--- config.mk ---
export PLATFORM = sky130hd
export DESIGN_NAME = laser_scan_range_decoder_core
export DESIGN_NICKNAME = d
export VERILOG_FILES = /design/src/lsrd_pkg.sv /design/src/lsrd_cfg_regs.sv /design/src/lsrd_parser.sv /design/src/laser_scan_range_decoder_core.sv
export SDC_FILE = /design/constraint.sdc
export NUM_CORES = 1
export LEC_CHECK = 0
export ABC_AREA = 1
export BUFFER_PORTS_ARGS = -buffer_cell sky130_fd_sc_hd__buf_4
export CORE_MARGIN = 1
export CORE_UTILIZATION = 45
export DETAILED_ROUTE_END_ITERATION = 8
export PLACE_DENSITY_LB_ADDON = 0.3
export SETUP_SLACK_MARGIN = 0.2
export SLEW_MARGIN = 20
export SYNTH_ARGS = -nofsm -noshare
export SYNTH_HDL_FRONTEND = slang
export SYNTH_HIERARCHICAL = 1
export SYNTH_SLANG_ARGS = --single-unit
export TNS_END_PERCENT = 10
--- constraint.sdc ---
create_clock -name aclk -period 5.8 [get_ports aclk]
set_input_delay 1.16 -clock aclk [delete_from_list [all_inputs] [get_ports aclk]]
set_output_delay 1.16 -clock aclk [all_outputs]
set_load 0.03 [all_outputs]
--- src/lsrd_pkg.sv ---
`timescale 1ns / 1ps
// Shared types and constants for the laser scan range decoder.
package lsrd_pkg;

    // Input beat: one received reply byte.
    typedef struct packed {
        logic [7:0] rx_byte;
        logic       reply_start;
    } lsrd_in_t;

    // Output beat: one decoded result.
    typedef struct packed {
        logic [1:0]  result_kind;
        logic [9:0]  sample_index;
        logic [17:0] range_mm;
        logic [6:0]  status_code;
        logic        over_limit;
    } lsrd_out_t;

    // Configuration register set.
    typedef struct packed {
        logic        char_mode;
        logic [9:0]  first_index;
        logic [10:0] sample_count;
        logic [15:0] max_range_mm;
        logic [11:0] min_valid_mm;
        logic [17:0] warn_limit_mm;
        logic [9:0]  warn_last_index;
    } lsrd_cfg_t;

    localparam int CFG_DATA_W  = 18;
    localparam int CFG_INDEX_W = 3;

    // Register indexes
    localparam logic [CFG_INDEX_W-1:0] CFG_CHAR_MODE       = 3'd0;
    localparam logic [CFG_INDEX_W-1:0] CFG_FIRST_INDEX     = 3'd1;
    localparam logic [CFG_INDEX_W-1:0] CFG_SAMPLE_COUNT    = 3'd2;
    localparam logic [CFG_INDEX_W-1:0] CFG_MAX_RANGE_MM    = 3'd3;
    localparam logic [CFG_INDEX_W-1:0] CFG_MIN_VALID_MM    = 3'd4;
    localparam logic [CFG_INDEX_W-1:0] CFG_WARN_LIMIT_MM   = 3'd5;
    localparam logic [CFG_INDEX_W-1:0] CFG_WARN_LAST_INDEX = 3'd6;

    // Register reset values
    localparam lsrd_cfg_t CFG_RESET = '{
        char_mode:       1'b0,
        first_index:     10'd57,
        sample_count:    11'd654,
        max_range_mm:    16'd4000,
        min_valid_mm:    12'd20,
        warn_limit_mm:   18'd5600,
        warn_last_index: 10'd771
    };

    // Result kinds
    localparam logic [1:0] KIND_READING   = 2'd0;
    localparam logic [1:0] KIND_SCAN_DONE = 2'd1;
    localparam logic [1:0] KIND_STATUS    = 2'd2;
    localparam logic [1:0] KIND_OVERFLOW  = 2'd3;

    localparam logic [7:0] CHAR_LF     = 8'h0A;
    localparam logic [7:0] CHAR_ZERO   = 8'h30;
    localparam logic [7:0] CHAR_NINE   = 8'h39;
    localparam logic [5:0] CHAR_OFFSET = 6'h30;

endpackage

--- src/lsrd_cfg_regs.sv ---
`timescale 1ns / 1ps
// Configuration register file of the laser scan range decoder.
module lsrd_cfg_regs (
    input  logic                             aclk,
    input  logic                             aresetn,
    input  logic                             cfg_we,
    input  logic [lsrd_pkg::CFG_INDEX_W-1:0] cfg_index,
    input  logic [lsrd_pkg::CFG_DATA_W-1:0]  cfg_wdata,
    output lsrd_pkg::lsrd_cfg_t              cfg
);
    import lsrd_pkg::*;

    lsrd_cfg_t cfg_reg;
    lsrd_cfg_t cfg_next;

    always_comb begin
        cfg_next = cfg_reg;
        if (cfg_we) begin
            unique case (cfg_index)
                CFG_CHAR_MODE:       cfg_next.char_mode       = cfg_wdata[0];
                CFG_FIRST_INDEX:     cfg_next.first_index     = cfg_wdata[9:0];
                CFG_SAMPLE_COUNT:    cfg_next.sample_count    = cfg_wdata[10:0];
                CFG_MAX_RANGE_MM:    cfg_next.max_range_mm    = cfg_wdata[15:0];
                CFG_MIN_VALID_MM:    cfg_next.min_valid_mm    = cfg_wdata[11:0];
                CFG_WARN_LIMIT_MM:   cfg_next.warn_limit_mm   = cfg_wdata[17:0];
                CFG_WARN_LAST_INDEX: cfg_next.warn_last_index = cfg_wdata[9:0];
                default:             cfg_next = cfg_reg;
            endcase
        end
    end

    always_ff @(posedge aclk) begin
        if (!aresetn) begin
            cfg_reg <= CFG_RESET;
        end else begin
            cfg_reg <= cfg_next;
        end
    end

    assign cfg = cfg_reg;

endmodule

--- src/lsrd_parser.sv ---
`timescale 1ns / 1ps
// Reply parser: parser state and the single-pass decode of one byte.
module lsrd_parser #(
    parameter int MAX_RAW_READINGS = 769
) (
    input  logic                aclk,
    input  logic                aresetn,
    input  logic                step,
    input  lsrd_pkg::lsrd_in_t  item,
    input  lsrd_pkg::lsrd_cfg_t cfg,
    output logic                res_valid,
    output lsrd_pkg::lsrd_out_t res
);
    import lsrd_pkg::*;

    localparam logic [1:0]  PH_HEADER = 2'd0;
    localparam logic [1:0]  PH_STATUS = 2'd1;
    localparam logic [1:0]  PH_DATA   = 2'd2;
    localparam logic [1:0]  PH_DONE   = 2'd3;
    localparam logic [10:0] MAX_RAW   = 11'(MAX_RAW_READINGS);
    localparam logic [9:0]  RAW_SAT   = 10'd1023;

    logic [1:0]  phase_reg, phase_next, phase_cur;
    logic [1:0]  hdr_lines_reg, hdr_lines_next, hdr_lines_cur;
    logic [6:0]  status_reg, status_next, status_cur;
    logic [1:0]  char_cnt_reg, char_cnt_next, char_cnt_cur;
    logic [17:0] accum_reg, accum_next, accum_cur;
    logic [7:0]  pend_char_reg, pend_char_next, pend_char_cur;
    logic        pend_valid_reg, pend_valid_next, pend_valid_cur;
    logic [9:0]  raw_idx_reg, raw_idx_next, raw_idx_cur;
    logic        last_lf_reg, last_lf_next, last_lf_cur;

    // Emitted-reading count for the scan-end beat
    logic [10:0] ec_hi;
    logic [11:0] ec_top;
    logic [11:0] ec_clip;
    logic [11:0] ec_win;
    logic [9:0]  ec_count;

    always_comb begin
        ec_hi  = ({1'b0, raw_idx_cur} > MAX_RAW) ? MAX_RAW : {1'b0, raw_idx_cur};
        ec_top = {2'b00, cfg.first_index} + {1'b0, cfg.sample_count};
        if (!cfg.char_mode) begin
            ec_clip = ({1'b0, ec_hi} > ec_top) ? ec_top : {1'b0, ec_hi};
            ec_win  = (ec_clip > {2'b00, cfg.first_index})
                      ? ec_clip - {2'b00, cfg.first_index} : 12'd0;
        end else begin
            ec_clip = {1'b0, ec_hi};
            ec_win  = ec_clip;
        end
        ec_count = (ec_win > 12'd1023) ? 10'd1023 : ec_win[9:0];
    end

    // Restart applies before the byte is parsed
    always_comb begin
        if (item.reply_start) begin
            phase_cur      = PH_HEADER;
            hdr_lines_cur  = '0;
            status_cur     = '0;
            char_cnt_cur   = '0;
            accum_cur      = '0;
            pend_char_cur  = '0;
            pend_valid_cur = 1'b0;
            raw_idx_cur    = '0;
            last_lf_cur    = 1'b0;
        end else begin
            phase_cur      = phase_reg;
            hdr_lines_cur  = hdr_lines_reg;
            status_cur     = status_reg;
            char_cnt_cur   = char_cnt_reg;
            accum_cur      = accum_reg;
            pend_char_cur  = pend_char_reg;
            pend_valid_cur = pend_valid_reg;
            raw_idx_cur    = raw_idx_reg;
            last_lf_cur    = last_lf_reg;
        end
    end

    logic        is_lf;
    logic [7:0]  feed_char;
    logic        do_feed;
    logic [1:0]  need_chars;
    logic [17:0] acc_shift;
    logic [1:0]  cc_inc;
    logic        complete;
    logic [17:0] value_full;
    logic [11:0] value_12;
    logic        in_window;
    logic [9:0]  win_offset;
    logic        warn_hit;
    logic [1:0]  st_need;
    logic [3:0]  st_digit;
    logic [10:0] st_mul;

    always_comb begin
        is_lf           = (item.rx_byte == CHAR_LF);
        phase_next      = phase_cur;
        hdr_lines_next  = hdr_lines_cur;
        status_next     = status_cur;
        char_cnt_next   = char_cnt_cur;
        accum_next      = accum_cur;
        pend_char_next  = pend_char_cur;
        pend_valid_next = pend_valid_cur;
        raw_idx_next    = raw_idx_cur;
        last_lf_next    = last_lf_cur;
        res_valid       = 1'b0;
        res             = '0;
        feed_char       = item.rx_byte;
        do_feed         = 1'b0;

        st_need  = cfg.char_mode ? 2'd2 : 2'd1;
        st_digit = (item.rx_byte >= CHAR_ZERO && item.rx_byte <= CHAR_NINE)
                   ? item.rx_byte[3:0] : 4'd9;
        st_mul   = {1'b0, status_cur, 3'b000} + {3'b000, status_cur, 1'b0}
                   + {7'd0, st_digit};

        unique case (phase_cur)
            PH_HEADER: begin
                if (is_lf) begin
                    hdr_lines_next = hdr_lines_cur + 2'd1;
                    phase_next     = (hdr_lines_next == 2'd1) ? PH_STATUS : PH_DATA;
                    char_cnt_next  = '0;
                    last_lf_next   = 1'b0;
                end
            end
            PH_STATUS: begin
                if (!is_lf) begin
                    if (char_cnt_cur < st_need) begin
                        status_next = st_mul[6:0];
                    end
                    if (char_cnt_cur != 2'd3) begin
                        char_cnt_next = char_cnt_cur + 2'd1;
                    end
                end else begin
                    char_cnt_next = '0;
                    if (status_cur != '0) begin
                        res_valid       = 1'b1;
                        res.result_kind = KIND_STATUS;
                        res.status_code = status_cur;
                        phase_next      = PH_DONE;
                    end else begin
                        phase_next   = cfg.char_mode ? PH_HEADER : PH_DATA;
                        last_lf_next = 1'b0;
                    end
                end
            end
            PH_DATA: begin
                if (is_lf) begin
                    if (last_lf_cur) begin
                        res_valid        = 1'b1;
                        res.result_kind  = KIND_SCAN_DONE;
                        res.sample_index = ec_count;
                        phase_next       = PH_DONE;
                    end else begin
                        last_lf_next    = 1'b1;
                        pend_valid_next = 1'b0;
                    end
                end else begin
                    last_lf_next = 1'b0;
                    if (!cfg.char_mode) begin
                        pend_valid_next = 1'b0;
                        do_feed         = 1'b1;
                    end else begin
                        // Hold one character back: the last one on a line is the checksum
                        do_feed         = pend_valid_cur;
                        feed_char       = pend_char_cur;
                        pend_char_next  = item.rx_byte;
                        pend_valid_next = 1'b1;
                    end
                end
            end
            default: begin
                // Scan finished or aborted: drop bytes until restart
            end
        endcase

        // Character accumulation and reading completion
        need_chars = cfg.char_mode ? 2'd3 : 2'd2;
        acc_shift  = {accum_cur[11:0], feed_char[5:0] - CHAR_OFFSET};
        cc_inc     = char_cnt_cur + 2'd1;
        complete   = do_feed && (cc_inc >= need_chars);
        value_full = acc_shift;
        value_12   = acc_shift[11:0];
        win_offset = raw_idx_cur - cfg.first_index;
        in_window  = (raw_idx_cur >= cfg.first_index)
                     && ({1'b0, win_offset} < cfg.sample_count);
        warn_hit   = (value_full > cfg.warn_limit_mm)
                     && (raw_idx_cur >= cfg.first_index)
                     && (raw_idx_cur <= cfg.warn_last_index);

        if (do_feed) begin
            if (!complete) begin
                accum_next    = acc_shift;
                char_cnt_next = cc_inc;
            end else begin
                accum_next    = '0;
                char_cnt_next = '0;
                if (raw_idx_cur != RAW_SAT) begin
                    raw_idx_next = raw_idx_cur + 10'd1;
                end
                if ({1'b0, raw_idx_cur} >= MAX_RAW) begin
                    res_valid        = 1'b1;
                    res.result_kind  = KIND_OVERFLOW;
                    res.sample_index = raw_idx_cur;
                    res.range_mm     = cfg.char_mode ? value_full : {6'd0, value_12};
                end else if (!cfg.char_mode) begin
                    if (in_window) begin
                        res_valid        = 1'b1;
                        res.result_kind  = KIND_READING;
                        res.sample_index = win_offset;
                        res.range_mm     = (value_12 < cfg.min_valid_mm)
                                           ? {2'b00, cfg.max_range_mm}
                                           : {6'd0, value_12};
                    end
                end else begin
                    res_valid        = 1'b1;
                    res.result_kind  = KIND_READING;
                    res.sample_index = raw_idx_cur;
                    res.range_mm     = value_full;
                    res.over_limit   = warn_hit;
                end
            end
        end
    end

    always_ff @(posedge aclk) begin
        if (!aresetn) begin
            phase_reg      <= PH_HEADER;
            hdr_lines_reg  <= '0;
            status_reg     <= '0;
            char_cnt_reg   <= '0;
            accum_reg      <= '0;
            pend_char_reg  <= '0;
            pend_valid_reg <= 1'b0;
            raw_idx_reg    <= '0;
            last_lf_reg    <= 1'b0;
        end else if (step) begin
            phase_reg      <= phase_next;
            hdr_lines_reg  <= hdr_lines_next;
            status_reg     <= status_next;
            char_cnt_reg   <= char_cnt_next;
            accum_reg      <= accum_next;
            pend_char_reg  <= pend_char_next;
            pend_valid_reg <= pend_valid_next;
            raw_idx_reg    <= raw_idx_next;
            last_lf_reg    <= last_lf_next;
        end
    end

endmodule

--- src/laser_scan_range_decoder_core.sv ---
`timescale 1ns / 1ps
// Laser scan range decoder: top level with input and result registers.
//
// Feed the sensor's reply one byte per beat on the s_ channel; set
// reply_start on the first byte of each reply to restart the parser.
// Decoded results leave on the m_ channel: readings, a scan-complete beat
// carrying the reading count, a status-error beat, or a too-many-readings
// beat. Most bytes produce no result.
// Configuration is written through cfg_we / cfg_index / cfg_wdata; the user
// must do so only while the block is idle, which the block does not enforce.
// Writes to an index past the last register are ignored. Throughput is one
// byte per cycle unless the receiver stalls. A byte is parsed from the input
// register and its result is loaded into the result register behind m_valid.
// The parser state update and the result register load happen together, set
// by one pass through the decode logic. When the receiver stalls, the result
// register holds and the input register absorbs one more beat before s_ready
// drops. Reset clears the parser to the header phase, empties both registers
// and restores the configuration defaults.
module laser_scan_range_decoder_core #(
    parameter int MAX_RAW_READINGS = 769
) (
    input  logic                             aclk,
    input  logic                             aresetn,
    input  logic                             s_valid,
    output logic                             s_ready,
    input  lsrd_pkg::lsrd_in_t               s_data,
    output logic                             m_valid,
    input  logic                             m_ready,
    output lsrd_pkg::lsrd_out_t              m_data,
    input  logic                             cfg_we,
    input  logic [lsrd_pkg::CFG_INDEX_W-1:0] cfg_index,
    input  logic [lsrd_pkg::CFG_DATA_W-1:0]  cfg_wdata
);
    import lsrd_pkg::*;

    lsrd_cfg_t cfg;
    lsrd_in_t  in_data_reg;
    logic      in_valid_reg, in_valid_next;
    lsrd_out_t out_data_reg;
    logic      out_valid_reg, out_valid_next;
    logic      advance;
    logic      step;
    logic      res_valid;
    lsrd_out_t res;

    lsrd_cfg_regs u_cfg (
        .aclk      (aclk),
        .aresetn   (aresetn),
        .cfg_we    (cfg_we),
        .cfg_index (cfg_index),
        .cfg_wdata (cfg_wdata),
        .cfg       (cfg)
    );

    lsrd_parser #(
        .MAX_RAW_READINGS (MAX_RAW_READINGS)
    ) u_parser (
        .aclk      (aclk),
        .aresetn   (aresetn),
        .step      (step),
        .item      (in_data_reg),
        .cfg       (cfg),
        .res_valid (res_valid),
        .res       (res)
    );

    assign advance = !out_valid_reg || m_ready;
    assign step    = in_valid_reg && advance;
    assign s_ready = !in_valid_reg || advance;

    always_comb begin
        in_valid_next = in_valid_reg;
        if (s_valid && s_ready) begin
            in_valid_next = 1'b1;
        end else if (step) begin
            in_valid_next = 1'b0;
        end
        out_valid_next = advance ? (step && res_valid) : out_valid_reg;
    end

    always_ff @(posedge aclk) begin
        if (!aresetn) begin
            in_valid_reg  <= 1'b0;
            out_valid_reg <= 1'b0;
        end else begin
            in_valid_reg  <= in_valid_next;
            out_valid_reg <= out_valid_next;
        end
    end

    always_ff @(posedge aclk) begin
        if (s_valid && s_ready) begin
            in_data_reg <= s_data;
        end
        if (advance) begin
            out_data_reg <= res;
        end
    end

    assign m_valid = out_valid_reg;
    assign m_data  = out_data_reg;

endmodule

==> metrics.md <==
| Metric | Value |
|---|---|
| Worst Skew | 0.0144 ns |
| Hold Path Stages | 2 |
| Final hold slack | 0.467 ns |
| Min-delay src | u_parser/hdr_lines_reg[0] |
| Root Buffer | clkbuf_16 |
| CTS clk-pin slew, worst paths | 0.07 ns |
| CTS Buf Count | 17 |
| Clock period minus worst slack | 5.08 ns |
| Critical path required time | 5.99 ns |
| Insertion delay to the later sink of the worst-skew pair | 0.43 ns |
| Max_cap viols | 0 |
| Via-to-Cell Ratio | 5.43 |
| Post-synth EDFFs | 47 |
| Row count | 58 |
| Critical Path Start Type | register |
| Bufs on Longest Clock Path | 2 |
| Pre-CTS WS | 0.486 ns |
| DRC Markers | 0 |
| Internal reg-to-reg setup slack | 0.72 ns |
| Post-Synthesis Cells | 1643 |
| Leakage power | 6.25 nW |
| Ports | 75 |
| First-pass GRT wire length | 52800 um |
| Max_slew headroom | 31.0% |
| Post-DP HPWL | 25500 um |
| Crit-path slowest cell | dfxtp_1 |
| ANT nets after route | 0 |
| Cts hold-fix bufs | 0 |
| WS Path Type | reg2reg |
| Wire per inst | 16.5 um |
| Slew Limit Fails | 0 |
| Worst slew pin tran | 1.03 ns |
| Die width | 162 um |
| Post-synthesis area per instance | 7.00 sq um |
| RSZ-0062 raised after global routing | false |
| Syn-to-layout area delta | 13.1% |
| Antenna violations before repair | 0 |
| Proportion of layout cells with a drive suffix above 1 | 9.63% |
| Core area | 25100 sq um |
| Setup TNS | 0 ns |
| Worst R2R End | m_data[34] |
| Overall global routing resource usage | 25.8% |
| Initial DRC count | 1087 |
| Clock Power Share | 41.1% |
| Mapped Area | 11500 sq um |
| Hold Path Sink | u_parser/hdr_lines_reg[0] |
| Type of destination of the critical path | register |
| Die area | 26200 sq um |
| Reg2reg start | u_cfg/cfg[67] |
| Vias in the first global route | 10100 |
| Pint | 2.07 mW |
| Outcome | finished, final reports clean |
| Max IR drop VDD | 171 uV |
| Final Hold Fails | 0 |
| N_diodes | 0 |
| Syn_nets | 1790 |
| Flop pwr share | 43.6% |
| Net Sw Frac | 29.3% |
| Final setup fails | 0 |
| Most frequent cells in the layout | nand2_1, inv_1, nor2_1 |
| Die height | 162 um |
| Core Util, Final | 51.7% |
| Crit path max fanout | 8 |
| First-pass DRT Iterations | 7 |
| Setup WS post-layout | 0.724 ns |
| Synthesis-stage register bit count | 170 |
| Cells after DPL | 2007 |
| Largest net degree at the start of global routing | 84 |
| H-tree levels | 4 |
| Routability cong. | 0.914 |
| Fin crit share | 87.5% |
| Starting Density | 45.8% |
| GRT overflow | 0 |
| Synth cell types | 50 |
| Max reg flops | 78 |
| Psw | 0.858 mW |
| CTS Sinks | 170 |
| Min-delay worst type | reg2reg |
| Slowest stage delay, CP | 0.45 ns |
| Syn. warnings | 6 |
| Worst Path Arrival | 5.27 ns |
| Gate power share | 15.3% |
| Crit-path most repeated cell | nand2_1 |
| Power per cell area | 225 nW/um^2 |
| Nets | 1847 |
| Async SR Flop Fraction | 0% |
| Finished Layout Cells | 2043 |
| Commonest non-fill, non-tap cell in the layout | nand2_1 |
| Vias post-DR | 11100 |
| Clock tree from TritonCTS | done |
| Reg2Reg Depth | 32 |
| Primary FF master, synth | dfxtp_1 |
| Post-Route WL | 33800 um |
| Fmax | 0.197 GHz |
| IO Port Bufs | 74 |
| Seq/Total Area, Yosys | 33.7% |
## Yosys cell counts (all sizes together), types with 9 or more instances
master	count	area, sq um
nand2	397	1500
inv	237	892
nor2	205	838
dfxtp	123	2460
nand3	123	626
a21oi	107	543
ha	107	1340
o21ai	84	424
edfxtp	47	1410
buf	36	203
clkbuf	21	78.8
nor3	18	90.1
xor2	17	149
a31oi	16	100
o211ai	16	120
nand4	14	93.8
a211oi	13	97.6
a221oi	11	96.3
xnor2	9	78.8
## per-layer routing
layer / global-route usage [%] / up-vias / part of all wire [%] / wire, um
met4: 8.36 / 0 / 2.2 / 751
met5: 0 / - / 0 / 0
li1: - / 5498 / - / -
met3: 2.27 / 42 / 7.0 / 2360
met2: 40.4 / 431 / 44 / 15000
met1: 37.2 / 5125 / 46 / 15700
## final cells by class
class                   count  area (sq um)
flip-flops and latches    170          3870
well taps                 330           413
clock buffers              19           475
fillers                  2549         12100
clock inverters            13           146
repair buffers             95           713
multi-input cells        1176          6470
inverters                 240           903
## what timing repair did
action	in CTS	in global routing
endpoints found under the setup margin	0	10
resized for setup	0	10
setup buffers	0	4
## cell families after synthesis
logic type,count (synthesis),synth area share [%]
AO/OA/AOI/OAI,269,13.4
XOR/XNOR,26,1.98
AND/OR/NAND/NOR,769,28.1
flip-flops,170,33.7
adder cells (fa/ha/maj),112,12.5
buffers and inverters,297,10.3
## critical path: cells and delay by family (launching register included)
| family | cells | cell delay (ns) |
|---|---|---|
| adders and majority gates | 5 | 1.51 |
| AOI/OAI and AO/OA | 8 | 1.32 |
| and+or+nand+nor | 13 | 1.02 |
| DFF | 1 | 0.45 |
| buffers and inverters | 5 | 0.30 |
| xor gates and xnor gates | 1 | 0.25 |
## how the worst max path moves through the flow
stage	cells past startpoint	endpoint	startpoint
after floorplan	37	m_data[26]	in_data_reg[0]
after global placement	30	m_data[34]	u_cfg/cfg[67]
after detailed placement	32	m_data[34]	in_data_reg[0]
after CTS	32	m_data[34]	in_data_reg[0]
after global routing	31	m_data[26]	u_cfg/cfg[67]
final	32	m_data[34]	u_cfg/cfg[67]
## power by group through the flow
stage | clock network [mW] | logic (mW) | registers, mW
after floorplan | 0 | 0.312 | 1.29
after global placement | 0 | 0.426 | 1.30
after CTS | 1.22 | 0.436 | 1.27
after detailed placement | 0 | 0.433 | 1.30
final | 1.20 | 0.448 | 1.27
after global routing | 1.26 | 0.503 | 1.28
## stage by stage
step | cell area [sq um] | power [mW]
finish | 13000 | 2.92
global route | 13000 | 3.04
CTS | 12900 | 2.93
detailed placement | 12300 | 1.73
global placement | 12300 | 1.73
floorplan | 11500 | 1.60
Power figures use the tool's default switching activity.
